File: src/rtl/tls_pkg.sv
// Shared types and constants for the trainer link session core.
// No dependencies.
package tls_pkg;

  localparam int unsigned ReplyBytes = 64;
  localparam int unsigned RcW        = $clog2(ReplyBytes + 1);
  localparam int unsigned TimeW      = 63;
  localparam logic [TimeW-1:0] TimeMax = {TimeW{1'b1}};
  localparam logic [6:0] MinDecode   = 7'd48;
  localparam int unsigned QDepth     = 4;
  localparam int unsigned QAw        = 2;

  // configuration register indexes
  localparam logic [2:0] RegDataHdr  = 3'd0;
  localparam logic [2:0] RegVerHdr   = 3'd1;
  localparam logic [2:0] RegMinBytes = 3'd2;
  localparam logic [2:0] RegFrameInt = 3'd3;
  localparam logic [2:0] RegVerRetry = 3'd4;
  localparam logic [2:0] RegPresTo   = 3'd5;
  localparam logic [2:0] RegVerLimit = 3'd6;

  typedef enum logic [1:0] {
    FnPoll  = 2'd0,
    FnWrote = 2'd1,
    FnByte  = 2'd2,
    FnTick  = 2'd3
  } func_e;

  typedef enum logic [1:0] {
    KindNone    = 2'd0,
    KindFrame   = 2'd1,
    KindReply   = 2'd2,
    KindTick    = 2'd3
  } kind_e;

  // command from front to back
  typedef enum logic [2:0] {
    CmdNone  = 3'd0,
    CmdVer   = 3'd1,
    CmdStop  = 3'd2,
    CmdReply = 3'd3,
    CmdTick  = 3'd4
  } cmd_e;

  typedef struct packed {
    cmd_e        cmd;
    logic [2:0]  mask;
    logic [15:0] steering;
    logic [14:0] roll_speed;
    logic [14:0] cadence;
    logic [14:0] pulse;
    logic [15:0] resistance;
    logic [3:0]  buttons;
  } cmd_t;

  function automatic logic [TimeW-1:0] add_time(logic [TimeW-1:0] t, logic [31:0] d);
    logic [TimeW:0] s;
    s = {1'b0, t} + {{(TimeW-31){1'b0}}, d};
    return s[TimeW] ? TimeMax : s[TimeW-1:0];
  endfunction

  function automatic logic [7:0] ver_byte(logic [3:0] k);
    return (k == 4'd0) ? 8'h02 : 8'h00;
  endfunction

  function automatic logic [7:0] stop_byte(logic [3:0] k);
    logic [7:0] b;
    case (k)
      4'd0: b = 8'h01;
      4'd1: b = 8'h08;
      4'd2: b = 8'h01;
      default: b = 8'h00;
    endcase
    return b;
  endfunction

endpackage

File: src/rtl/trainer_link_session_core.sv
// Trainer link session core: top level joining front, queue and back parts.
// Depends on tls_pkg, tls_front, tls_queue, tls_back.
// Path: an item is queued on acceptance, then registered at the output when the output is free.
// Throughput: one item per cycle unless the queue is full; a granted poll gives 4 or 12 frame
// bytes, emitted one per cycle while the receiver is ready; the 4-entry queue absorbs bursts.
// Reset: asynchronous active low; clears state, counters and queue; sets register defaults.
module trainer_link_session_core import tls_pkg::*; (
  input  logic        clk_i,
  input  logic        rst_ni,
  input  logic        cfg_valid_i,
  output logic        cfg_ready_o,
  input  logic [2:0]  cfg_index_i,
  input  logic [31:0] cfg_data_i,
  input  logic        in_valid_i,
  output logic        in_ready_o,
  input  logic [1:0]  func_i,
  input  logic [62:0] now_i,
  input  logic signed [7:0] written_count_i,
  input  logic [7:0]  reply_byte_i,
  input  logic        reply_last_i,
  output logic        out_valid_o,
  input  logic        out_ready_i,
  output logic [1:0]  kind_o,
  output logic [7:0]  frame_byte_o,
  output logic        frame_last_o,
  output logic        frame_is_version_o,
  output logic [2:0]  changed_mask_o,
  output logic signed [15:0] steering_o,
  output logic [14:0] roll_speed_o,
  output logic [14:0] cadence_o,
  output logic [14:0] pulse_o,
  output logic signed [15:0] resistance_o,
  output logic [3:0]  buttons_o
);

  logic cmd_valid, q_full, q_empty, pop;
  cmd_t cmd, head;

  assign cfg_ready_o = 1'b1;

  tls_front u_front (
    .clk_i, .rst_ni, .cfg_valid_i, .cfg_index_i, .cfg_data_i,
    .in_valid_i, .in_ready_o, .func_i, .now_i, .written_count_i,
    .reply_byte_i, .reply_last_i,
    .cmd_valid_o(cmd_valid), .cmd_o(cmd), .q_full_i(q_full)
  );

  tls_queue u_queue (
    .clk_i, .rst_ni, .push_i(cmd_valid), .push_data_i(cmd), .full_o(q_full),
    .pop_i(pop), .empty_o(q_empty), .head_o(head)
  );

  tls_back u_back (
    .clk_i, .rst_ni, .empty_i(q_empty), .head_i(head), .pop_o(pop),
    .out_valid_o, .out_ready_i, .kind_o, .frame_byte_o, .frame_last_o,
    .frame_is_version_o, .changed_mask_o, .steering_o, .roll_speed_o,
    .cadence_o, .pulse_o, .resistance_o, .buttons_o
  );

  // no push into a full queue
  assert property (@(posedge clk_i) disable iff (!rst_ni) q_full |-> !cmd_valid)
    else $error("push into full queue");
  // a pop only when the queue holds something
  assert property (@(posedge clk_i) disable iff (!rst_ni) pop |-> !q_empty)
    else $error("pop from empty queue");
  // version flag only on frame results
  assert property (@(posedge clk_i) disable iff (!rst_ni)
    out_valid_o && frame_is_version_o |-> kind_o == KindFrame)
    else $error("version flag on non-frame result");

endmodule

File: src/rtl/tls_front.sv
// Front part: session state, reply buffering and decode; emits at most one command per item.
// Depends on tls_pkg.
module tls_front import tls_pkg::*; (
  input  logic              clk_i,
  input  logic              rst_ni,
  input  logic              cfg_valid_i,
  input  logic [2:0]        cfg_index_i,
  input  logic [31:0]       cfg_data_i,
  input  logic              in_valid_i,
  output logic              in_ready_o,
  input  logic [1:0]        func_i,
  input  logic [TimeW-1:0]  now_i,
  input  logic signed [7:0] written_count_i,
  input  logic [7:0]        reply_byte_i,
  input  logic              reply_last_i,
  output logic              cmd_valid_o,
  output cmd_t              cmd_o,
  input  logic              q_full_i
);

  localparam int unsigned KeepN = 21;

  logic [31:0] data_hdr_q, ver_hdr_q, frame_int_q, ver_retry_q, pres_to_q;
  logic [6:0]  min_bytes_q;
  logic [7:0]  ver_limit_q;

  logic [7:0]  keep_q [KeepN];
  logic [RcW-1:0] count_q;
  logic frame_fl_q, ver_fl_q, present_q, ver_known_q;
  logic [TimeW-1:0] next_frame_q, next_ver_q, last_data_q;
  logic [7:0]  tries_q;
  logic [31:0] fw_q, sn_q;
  logic [15:0] v2_q;

  logic acc;
  assign in_ready_o = !q_full_i;
  assign acc = in_valid_i && in_ready_o;

  // configuration registers
  always_ff @(posedge clk_i or negedge rst_ni) begin
    if (!rst_ni) begin
      data_hdr_q <= '0; ver_hdr_q <= '0; min_bytes_q <= 7'd48;
      frame_int_q <= '0; ver_retry_q <= '0; pres_to_q <= '0; ver_limit_q <= 8'd3;
    end else if (cfg_valid_i) begin
      case (cfg_index_i)
        RegDataHdr:  data_hdr_q  <= cfg_data_i;
        RegVerHdr:   ver_hdr_q   <= cfg_data_i;
        RegMinBytes: min_bytes_q <= cfg_data_i[6:0];
        RegFrameInt: frame_int_q <= cfg_data_i;
        RegVerRetry: ver_retry_q <= cfg_data_i;
        RegPresTo:   pres_to_q   <= cfg_data_i;
        RegVerLimit: ver_limit_q <= cfg_data_i[7:0];
        default: ;
      endcase
    end
  end

  // only bytes 12, 13, 18, 19, 24..39 and 44 feed the decode; others are dropped
  logic buf_we;
  assign buf_we = acc && (func_e'(func_i) == FnByte) && (count_q < RcW'(ReplyBytes));

  logic [4:0] wslot;
  logic       whit;
  always_comb begin
    wslot = '0;
    whit  = 1'b1;
    case (count_q)
      7'd12: wslot = 5'd0;
      7'd13: wslot = 5'd1;
      7'd18: wslot = 5'd2;
      7'd19: wslot = 5'd3;
      7'd44: wslot = 5'd20;
      default: begin
        if (count_q inside {[7'd24:7'd39]}) wslot = 5'(count_q - 7'd20);
        else whit = 1'b0;
      end
    endcase
  end

  always_ff @(posedge clk_i) begin
    if (buf_we && whit) keep_q[wslot] <= reply_byte_i;
  end

  // view of the kept bytes including the byte arriving now
  logic [7:0] kb [KeepN];
  always_comb begin
    for (int i = 0; i < KeepN; i++)
      kb[i] = (buf_we && whit && wslot == 5'(i)) ? reply_byte_i : keep_q[i];
  end

  logic [RcW-1:0] len;
  logic [6:0]     minlen;
  logic [31:0]    hdr, fw, sn;
  logic [15:0]    v2, ws, st, rs;
  logic is_data, is_ver, long_enough;
  assign len = buf_we ? count_q + 1'b1 : count_q;
  assign minlen = (min_bytes_q < MinDecode) ? MinDecode : min_bytes_q;
  assign long_enough = {{(8-RcW){1'b0}}, len} >= {1'b0, minlen};
  assign hdr = {kb[7], kb[6], kb[5], kb[4]};
  assign fw  = {kb[11], kb[10], kb[9], kb[8]};
  assign sn  = {kb[15], kb[14], kb[13], kb[12]};
  assign v2  = {kb[17], kb[16]};
  assign ws  = {kb[13], kb[12]};
  assign st  = {kb[3] ^ 8'h80, kb[2]};
  assign rs  = {kb[19], kb[18]};
  assign is_data = long_enough && (hdr == data_hdr_q);
  assign is_ver  = long_enough && !is_data && (hdr == ver_hdr_q);

  logic poll_ok, ver_sel, timeout;
  logic [TimeW:0] dead;
  assign poll_ok = !frame_fl_q && (now_i >= next_frame_q);
  assign ver_sel = !ver_known_q && (tries_q < ver_limit_q) && (now_i >= next_ver_q);
  assign dead = {1'b0, last_data_q} + {{(TimeW-31){1'b0}}, pres_to_q};
  assign timeout = present_q && ({1'b0, now_i} >= dead);

  // session state and command issue
  cmd_t cmd_d;
  logic cmd_v_d;
  always_comb begin
    cmd_d = '0;
    cmd_v_d = 1'b0;
    case (func_e'(func_i))
      FnPoll: begin
        cmd_v_d = 1'b1;
        cmd_d.cmd = !poll_ok ? CmdNone : (ver_sel ? CmdVer : CmdStop);
      end
      FnByte: begin
        cmd_v_d = reply_last_i;
        cmd_d.cmd = CmdReply;
        if (is_data) begin
          cmd_d.mask = {1'b0, !present_q, 1'b1};
          cmd_d.steering = st;
          cmd_d.roll_speed = ws[15] ? 15'h7FFF : ws[14:0];
          cmd_d.cadence = {kb[20], 7'd0};
          cmd_d.pulse = {kb[0], 7'd0};
          cmd_d.resistance = rs;
          cmd_d.buttons = kb[1][3:0];
        end else if (is_ver) begin
          cmd_d.mask[2] = !ver_known_q || fw != fw_q || sn != sn_q || v2 != v2_q;
        end
      end
      FnTick: begin
        cmd_v_d = 1'b1;
        cmd_d.cmd = CmdTick;
        cmd_d.mask = {1'b0, timeout, 1'b0};
      end
      default: ;
    endcase
  end
  assign cmd_valid_o = acc && cmd_v_d;
  assign cmd_o = cmd_d;

  always_ff @(posedge clk_i or negedge rst_ni) begin
    if (!rst_ni) begin
      count_q <= '0; frame_fl_q <= 1'b0; ver_fl_q <= 1'b0; present_q <= 1'b0;
      ver_known_q <= 1'b0; next_frame_q <= '0; next_ver_q <= '0; last_data_q <= '0;
      tries_q <= '0; fw_q <= '0; sn_q <= '0; v2_q <= '0;
    end else if (acc) begin
      case (func_e'(func_i))
        FnPoll: begin
          if (poll_ok) begin
            frame_fl_q <= 1'b1;
            ver_fl_q <= ver_sel;
          end
        end
        FnWrote: begin
          if (frame_fl_q) begin
            frame_fl_q <= 1'b0;
            ver_fl_q <= 1'b0;
            next_frame_q <= add_time(now_i, frame_int_q);
            if (ver_fl_q && written_count_i == 8'sd4) begin
              if (tries_q != 8'hFF) tries_q <= tries_q + 8'd1;
              next_ver_q <= add_time(now_i, ver_retry_q);
            end
          end
        end
        FnByte: begin
          if (!reply_last_i) begin
            count_q <= len;
          end else begin
            count_q <= '0;
            if (is_data) begin
              last_data_q <= now_i;
              if (!present_q) begin
                present_q <= 1'b1;
                if (!ver_known_q && tries_q >= ver_limit_q) begin
                  tries_q <= '0;
                  next_ver_q <= now_i;
                end
              end
            end else if (is_ver) begin
              fw_q <= fw; sn_q <= sn; v2_q <= v2;
              ver_known_q <= 1'b1;
            end
          end
        end
        FnTick: begin
          if (timeout) begin
            present_q <= 1'b0;
            ver_known_q <= 1'b0;
            tries_q <= '0;
            next_ver_q <= now_i;
          end
        end
        default: ;
      endcase
    end
  end

endmodule

File: src/rtl/tls_queue.sv
// Short command queue between front and back parts.
// Depends on tls_pkg.
module tls_queue import tls_pkg::*; (
  input  logic clk_i,
  input  logic rst_ni,
  input  logic push_i,
  input  cmd_t push_data_i,
  output logic full_o,
  input  logic pop_i,
  output logic empty_o,
  output cmd_t head_o
);

  cmd_t mem_q [QDepth];
  logic [QAw-1:0] wr_q, rd_q;
  logic [QAw:0]   cnt_q;

  assign full_o  = cnt_q == (QAw+1)'(QDepth);
  assign empty_o = cnt_q == '0;
  assign head_o  = mem_q[rd_q];

  always_ff @(posedge clk_i) begin
    if (push_i) mem_q[wr_q] <= push_data_i;
  end

  always_ff @(posedge clk_i or negedge rst_ni) begin
    if (!rst_ni) begin
      wr_q <= '0; rd_q <= '0; cnt_q <= '0;
    end else begin
      if (push_i) wr_q <= wr_q + 1'b1;
      if (pop_i)  rd_q <= rd_q + 1'b1;
      cnt_q <= cnt_q + (QAw+1)'(push_i) - (QAw+1)'(pop_i);
    end
  end

endmodule

File: src/rtl/tls_back.sv
// Back part: expands commands into result items through an output register.
// Depends on tls_pkg.
module tls_back import tls_pkg::*; (
  input  logic        clk_i,
  input  logic        rst_ni,
  input  logic        empty_i,
  input  cmd_t        head_i,
  output logic        pop_o,
  output logic        out_valid_o,
  input  logic        out_ready_i,
  output logic [1:0]  kind_o,
  output logic [7:0]  frame_byte_o,
  output logic        frame_last_o,
  output logic        frame_is_version_o,
  output logic [2:0]  changed_mask_o,
  output logic signed [15:0] steering_o,
  output logic [14:0] roll_speed_o,
  output logic [14:0] cadence_o,
  output logic [14:0] pulse_o,
  output logic signed [15:0] resistance_o,
  output logic [3:0]  buttons_o
);

  logic [3:0] idx_q;
  logic       ov_q;
  logic       load, is_frame, is_ver, last;

  assign load     = !empty_i && (!ov_q || out_ready_i);
  assign is_ver   = head_i.cmd == CmdVer;
  assign is_frame = is_ver || head_i.cmd == CmdStop;
  assign last     = !is_frame || idx_q == (is_ver ? 4'd3 : 4'd11);
  assign pop_o    = load && last;
  assign out_valid_o = ov_q;

  always_ff @(posedge clk_i or negedge rst_ni) begin
    if (!rst_ni) begin
      ov_q <= 1'b0; idx_q <= '0;
    end else begin
      if (load) begin
        ov_q <= 1'b1;
        idx_q <= last ? 4'd0 : idx_q + 4'd1;
      end else if (out_ready_i) begin
        ov_q <= 1'b0;
      end
    end
  end

  // output register
  always_ff @(posedge clk_i) begin
    if (load) begin
      changed_mask_o <= head_i.mask;
      steering_o <= head_i.steering;
      roll_speed_o <= head_i.roll_speed;
      cadence_o <= head_i.cadence;
      pulse_o <= head_i.pulse;
      resistance_o <= head_i.resistance;
      buttons_o <= head_i.buttons;
      frame_byte_o <= is_ver ? ver_byte(idx_q) : (is_frame ? stop_byte(idx_q) : 8'h00);
      frame_last_o <= is_frame && last;
      frame_is_version_o <= is_ver;
      case (head_i.cmd)
        CmdVer, CmdStop: kind_o <= KindFrame;
        CmdReply:        kind_o <= KindReply;
        CmdTick:         kind_o <= KindTick;
        default:         kind_o <= KindNone;
      endcase
    end
  end

endmodule

File: config.mk
export PLATFORM = sky130hd
export DESIGN_NAME = trainer_link_session_core
export DESIGN_NICKNAME = d
export VERILOG_FILES = /design/src/rtl/tls_pkg.sv /design/src/rtl/trainer_link_session_core.sv /design/src/rtl/tls_front.sv /design/src/rtl/tls_queue.sv /design/src/rtl/tls_back.sv
export SDC_FILE = /design/constraint.sdc
export NUM_CORES = 2
export LEC_CHECK = 0
export ABC_AREA = 1
export BUFFER_PORTS_ARGS = -buffer_cell sky130_fd_sc_hd__buf_2
export CAP_MARGIN = 20
export CELL_PAD_IN_SITES_DETAIL_PLACEMENT = 1
export CELL_PAD_IN_SITES_GLOBAL_PLACEMENT = 1
export CORE_ASPECT_RATIO = 0.7
export CORE_MARGIN = 2
export CORE_UTILIZATION = 40
export CTS_CLUSTER_SIZE = 40
export DETAILED_ROUTE_END_ITERATION = 12
export PLACE_DENSITY_LB_ADDON = 0.12
export REMOVE_ABC_BUFFERS = 1
export SETUP_SLACK_MARGIN = 0.02
export SYNTH_ARGS = -nofsm -noshare
export SYNTH_HDL_FRONTEND = slang
export SYNTH_SLANG_ARGS = --single-unit
File: constraint.sdc
create_clock -name clk_i -period 14.05 [get_ports clk_i]
set_input_delay 0 -clock clk_i [delete_from_list [all_inputs] [get_ports clk_i]]
set_output_delay 0 -clock clk_i [all_outputs]
set_load 0.02 [all_outputs]
==> flow_summary.toml <==
[outcome]
status = "finished clean"

[clocking]
cts_setup_buffers = 0
tritoncts = "built"
clock_latency_ns = 0.75
ctsHoldBuffers = 128
cts_sinks = 1008
h-tree-depth = 3
cts.clk_slew.worst_paths_ns = 0.06
root_buffer = "clkbuf_16"
cts_buffer_depth = 3
cts_made_buffers = 106
cts_resized = 0

[power]
clkPwrFrac_pct = 29.6
p_leak_nw = 27.7
vdd_drop_max_mv = 0.135
seq_power_share_pct = 40.2
power_mw = 9.89
pwr-share-comb_pct = 30.3
p_int_mw = 6.28
p_sw_mw = 3.61
power_density_nw_per_um2 = 158
p_sw_share_pct = 36.5

[detailed_routing]
antenna_left = 0
drtPass1Iterations = 7
wl_per_cell_um = 24.5
routed_wirelength_um = 205000
drc_errors = 0
via_per_inst = 5.53
first_iter_violations = 4366
vias = 46200

[synth]
synthCells = 6179
syn_avg_cell_area_sq_um = 8.86
synth-compound-area-share_pct = 13.1
synth_edf_count = 533
synth_top_cell_by_area = "edfxtp_1"
synthTopCellsByArea = "edfxtp_1 29%, dfrtp_1 22%, nand2_1 9.0%"
synth_top_area_share_pct = 29.2
ys.flop_type = "edfxtp_1"
synthArstFlopShare_pct = 47.1
synth-adder-area-share_pct = 7.55
yosys_warnings = 0
synth_cell_type_count = 63
synthMuxAreaShare_pct = 0
ys_ff_latch = 1008
synth_top_family_by_area = "simple AND/OR/NAND/NOR gates"
synthSimpleGateAreaFrac_pct = 18.1
yosys.area_share.xor_xnor_pct = 3.30
synth_seq_area_share_pct = 51.0
syn_area_sq_um = 54700

[global_route]
grt_pass1_wl_um = 304000
grt_pass1_vias = 46100
grt_use_total_pct = 29.1
antenna_found_initial = 14
grt_start_max_net_pins = 102
globalRouteOverflowTotal = 0

[run]
cap_violations = 0

[critical_path]
startpoint = "u_front.last_data_q[2]$_DFFE_PN0P_"
crit_path_top_delay_cell = "buf_4"
cp-end-kind = "flop"
reg2reg_from = "u_front.last_data_q[2]$_DFFE_PN0P_"
r2r_cells = 33
critPathKind = "reg -> reg"
path_max_fanout = 64
crit_path_start_kind = "flop"
required_ns = 14.67
cpMostUsedCell = "nand2_1"
worstPathArrival_ns = 8.78
max_stage_delay_ns = 0.68

[timing]
timing.final.crit_share_pct = 58.1
maxSlewViolCount = 0
layout_setup_ws_ns = 5.89
timing.fmax_mhz = 123
tightest_slew_ns = 1.20
hold_violations = 0
fin_crit_ns = 8.16
whs_ns = 0.0590
fin_skew_ns = 0.0291
setup_violations = 0
rsz0062_at_grt = "false"
slew_headroom_pct = 18.9
setup_tns_ns = 0

[final_layout]
syn2layout_area_growth_pct = 14.4
drive_gt1_share_pct = 8.02
nets = 6936

[min_path]
hold_start = "cfg_valid_i"
hold_depth = 5
hp-class = "in -> reg"

[floorplan]
io_pins = 221
core_sq_um = 136000
rows = 113
start_util_pct = 40.3
die_w_um = 446
dieArea_sq_um = 140000
chipHeight_um = 314

[placement]
gp_congestion = 0.981
port_buffers = 200
place_ws_ns = 6.14
dpl.hpwl_um = 147000
-- cells by family after synthesis --
| family | count (synthesis) |
|---|---|
| buffers and inverters | 976 |
| other | 2 |
| AO/OA/AOI/OAI | 1298 |
| flip-flops | 1008 |
| adder cells (fa/ha/maj) | 328 |
| AND/OR/NAND/NOR | 2361 |
| XOR/XNOR | 206 |
-- critical path, delay by kind of cell, from the launching register on --
kind | cells | cell delay (ns)
fa+ha+maj | 2 | 0.68
buf+inv | 2 | 1.08
compound gates | 6 | 2.09
xor+xnor | 1 | 0.18
simple gates | 22 | 3.55
flops | 1 | 0.39
-- layout make-up --
| cell class | count | area [sq um] |
|---|---|---|
| antenna | 8 | 20.0 |
| clock buffer | 152 | 3020 |
| clock inverter | 45 | 510 |
| fill | 15800 | 73100 |
| inverter | 743 | 2790 |
| multi-input combinational | 4213 | 23200 |
| sequential | 1008 | 27900 |
| tap | 1782 | 2230 |
| timing repair buffer | 414 | 2970 |
-- power by group through the flow --
| stage | Combinational (mW) | Sequential (mW) | Clock (mW) |
|---|---|---|---|
| after CTS | 2.97 | 3.97 | 2.98 |
| after detailed placement | 2.91 | 4.03 | 0 |
| after floorplan | 1.65 | 4.13 | 0 |
| final | 2.99 | 3.97 | 2.92 |
| after global placement | 2.81 | 4.02 | 0 |
| after global routing | 3.34 | 4.02 | 3.09 |
-- per-layer routing --
| layer | part of all wire, % | global-route usage (%) | wire, um | up-vias |
|---|---|---|---|---|
| met1 | 49 | 44.8 | 101000 | 23100 |
| met4 | 1.5 | 4.97 | 3150 | 8 |
| li1 | - | - | - | 21500 |
| met5 | 0.070 | 0.574 | 144 | - |
| met2 | 39 | 39.3 | 80200 | 1448 |
| met3 | 10 | 9.99 | 20700 | 201 |
-- final timing paths --
| path | endpoint | slack [ns] |
|---|---|---|
| worst max-delay path | u_front.next_ver_q[15]$_DFFE_PN0P_ | 5.89 |
| worst min-delay path | u_front.ver_limit_q[0]$_DFFE_PN1P_ | 0.06 |
| worst max register to register | u_front.next_ver_q[15]$_DFFE_PN0P_ | 5.89 |
| worst min register to register | u_front.next_ver_q[27]$_DFFE_PN0P_ | 0.49 |
| max in group asynchronous | u_queue.rd_q[0]$_DFFE_PN0P_ | 10.91 |
| min in group asynchronous | u_front.next_frame_q[24]$_DFFE_PN0P_ | 0.42 |
-- layout by cell type (no fill, tap or decap), types with 10 or more instances in the layout --
master	n
nor4_1	21
nor2_2	12
clkbuf_1	29
dfrtp_1	469
conb_1	20
o21ai_0	659
a22oi_1	29
a211oi_1	56
a21oi_1	268
o221ai_1	10
nand3b_1	24
dlygate4sd3_1	128
ha_1	324
a31oi_1	24
nand4_1	130
nand2_1	1307
nor2_1	544
buf_2	200
o21ai_1	75
a21boi_0	11
clkinv_1	13
clkbuf_16	108
xnor2_1	82
nor2_4	13
nor3_1	51
buf_4	80
o21a_1	17
nand3_1	216
edfxtp_1	533
nand2_2	10
o22ai_1	101
clkbuf_8	15
inv_1	729
clkinv_2	26
xor2_1	124
-- sequential cells by signal (all words and copies together), names as in the netlist, 16 cells and up --
| register | count |
|---|---|
| u_back.steering_o | 16 |
| u_front.v2_q | 16 |
| u_front.next_ver_q | 63 |
| u_front.last_data_q | 63 |
| u_front.next_frame_q | 63 |
| u_front.sn_q | 32 |
| u_front.data_hdr_q | 32 |
| u_queue.mem_q | 292 |
| u_back.resistance_o | 16 |
| u_front.ver_hdr_q | 32 |
| u_front.frame_int_q | 32 |
| u_front.ver_retry_q | 32 |
| u_front.fw_q | 32 |
| u_front.pres_to_q | 32 |
| u_front.keep_q | 164 |
-- through the flow --
step	instance area, sq um	std cells	utilization (%)
6_report	62600	8365	46.1
5_1_grt	62600	8363	46.1
4_1_cts	62500	8351	46.1
3_5_place_dp	57700	8026	42.5
3_3_place_gp	57700	8026	42.5
2_1_floorplan	53700	5964	-
-- cells in the mapped netlist, types with 5 or more instances --
cell      count
nand2_2       6
o211ai_1      8
buf_2        33
a211oi_1     56
xor2_1      124
o22ai_1     101
or2_2         7
a32oi_1       7
buf_4        26
o21a_1       17
nand4_1     130
nand2_1    1311
o221ai_1     10
o21ai_0     660
nor2_2        7
a21boi_0     11
nor3_1       53
xnor2_1      82
buf_6         8
nand3_2       5
ha_1        324
nor2_1      555
nand3b_1     24
o21bai_1      6
a21oi_1     268
clkbuf_1    162
and3_1        5
edfxtp_1    533
o21ai_1      74
inv_1       732
nor4_1       22
a31oi_1      25
clkinv_1      7
dfrtp_1     471
nor2_4        7
a22oi_1      29
nand3_1     217
(Power assumes the default switching activity.)
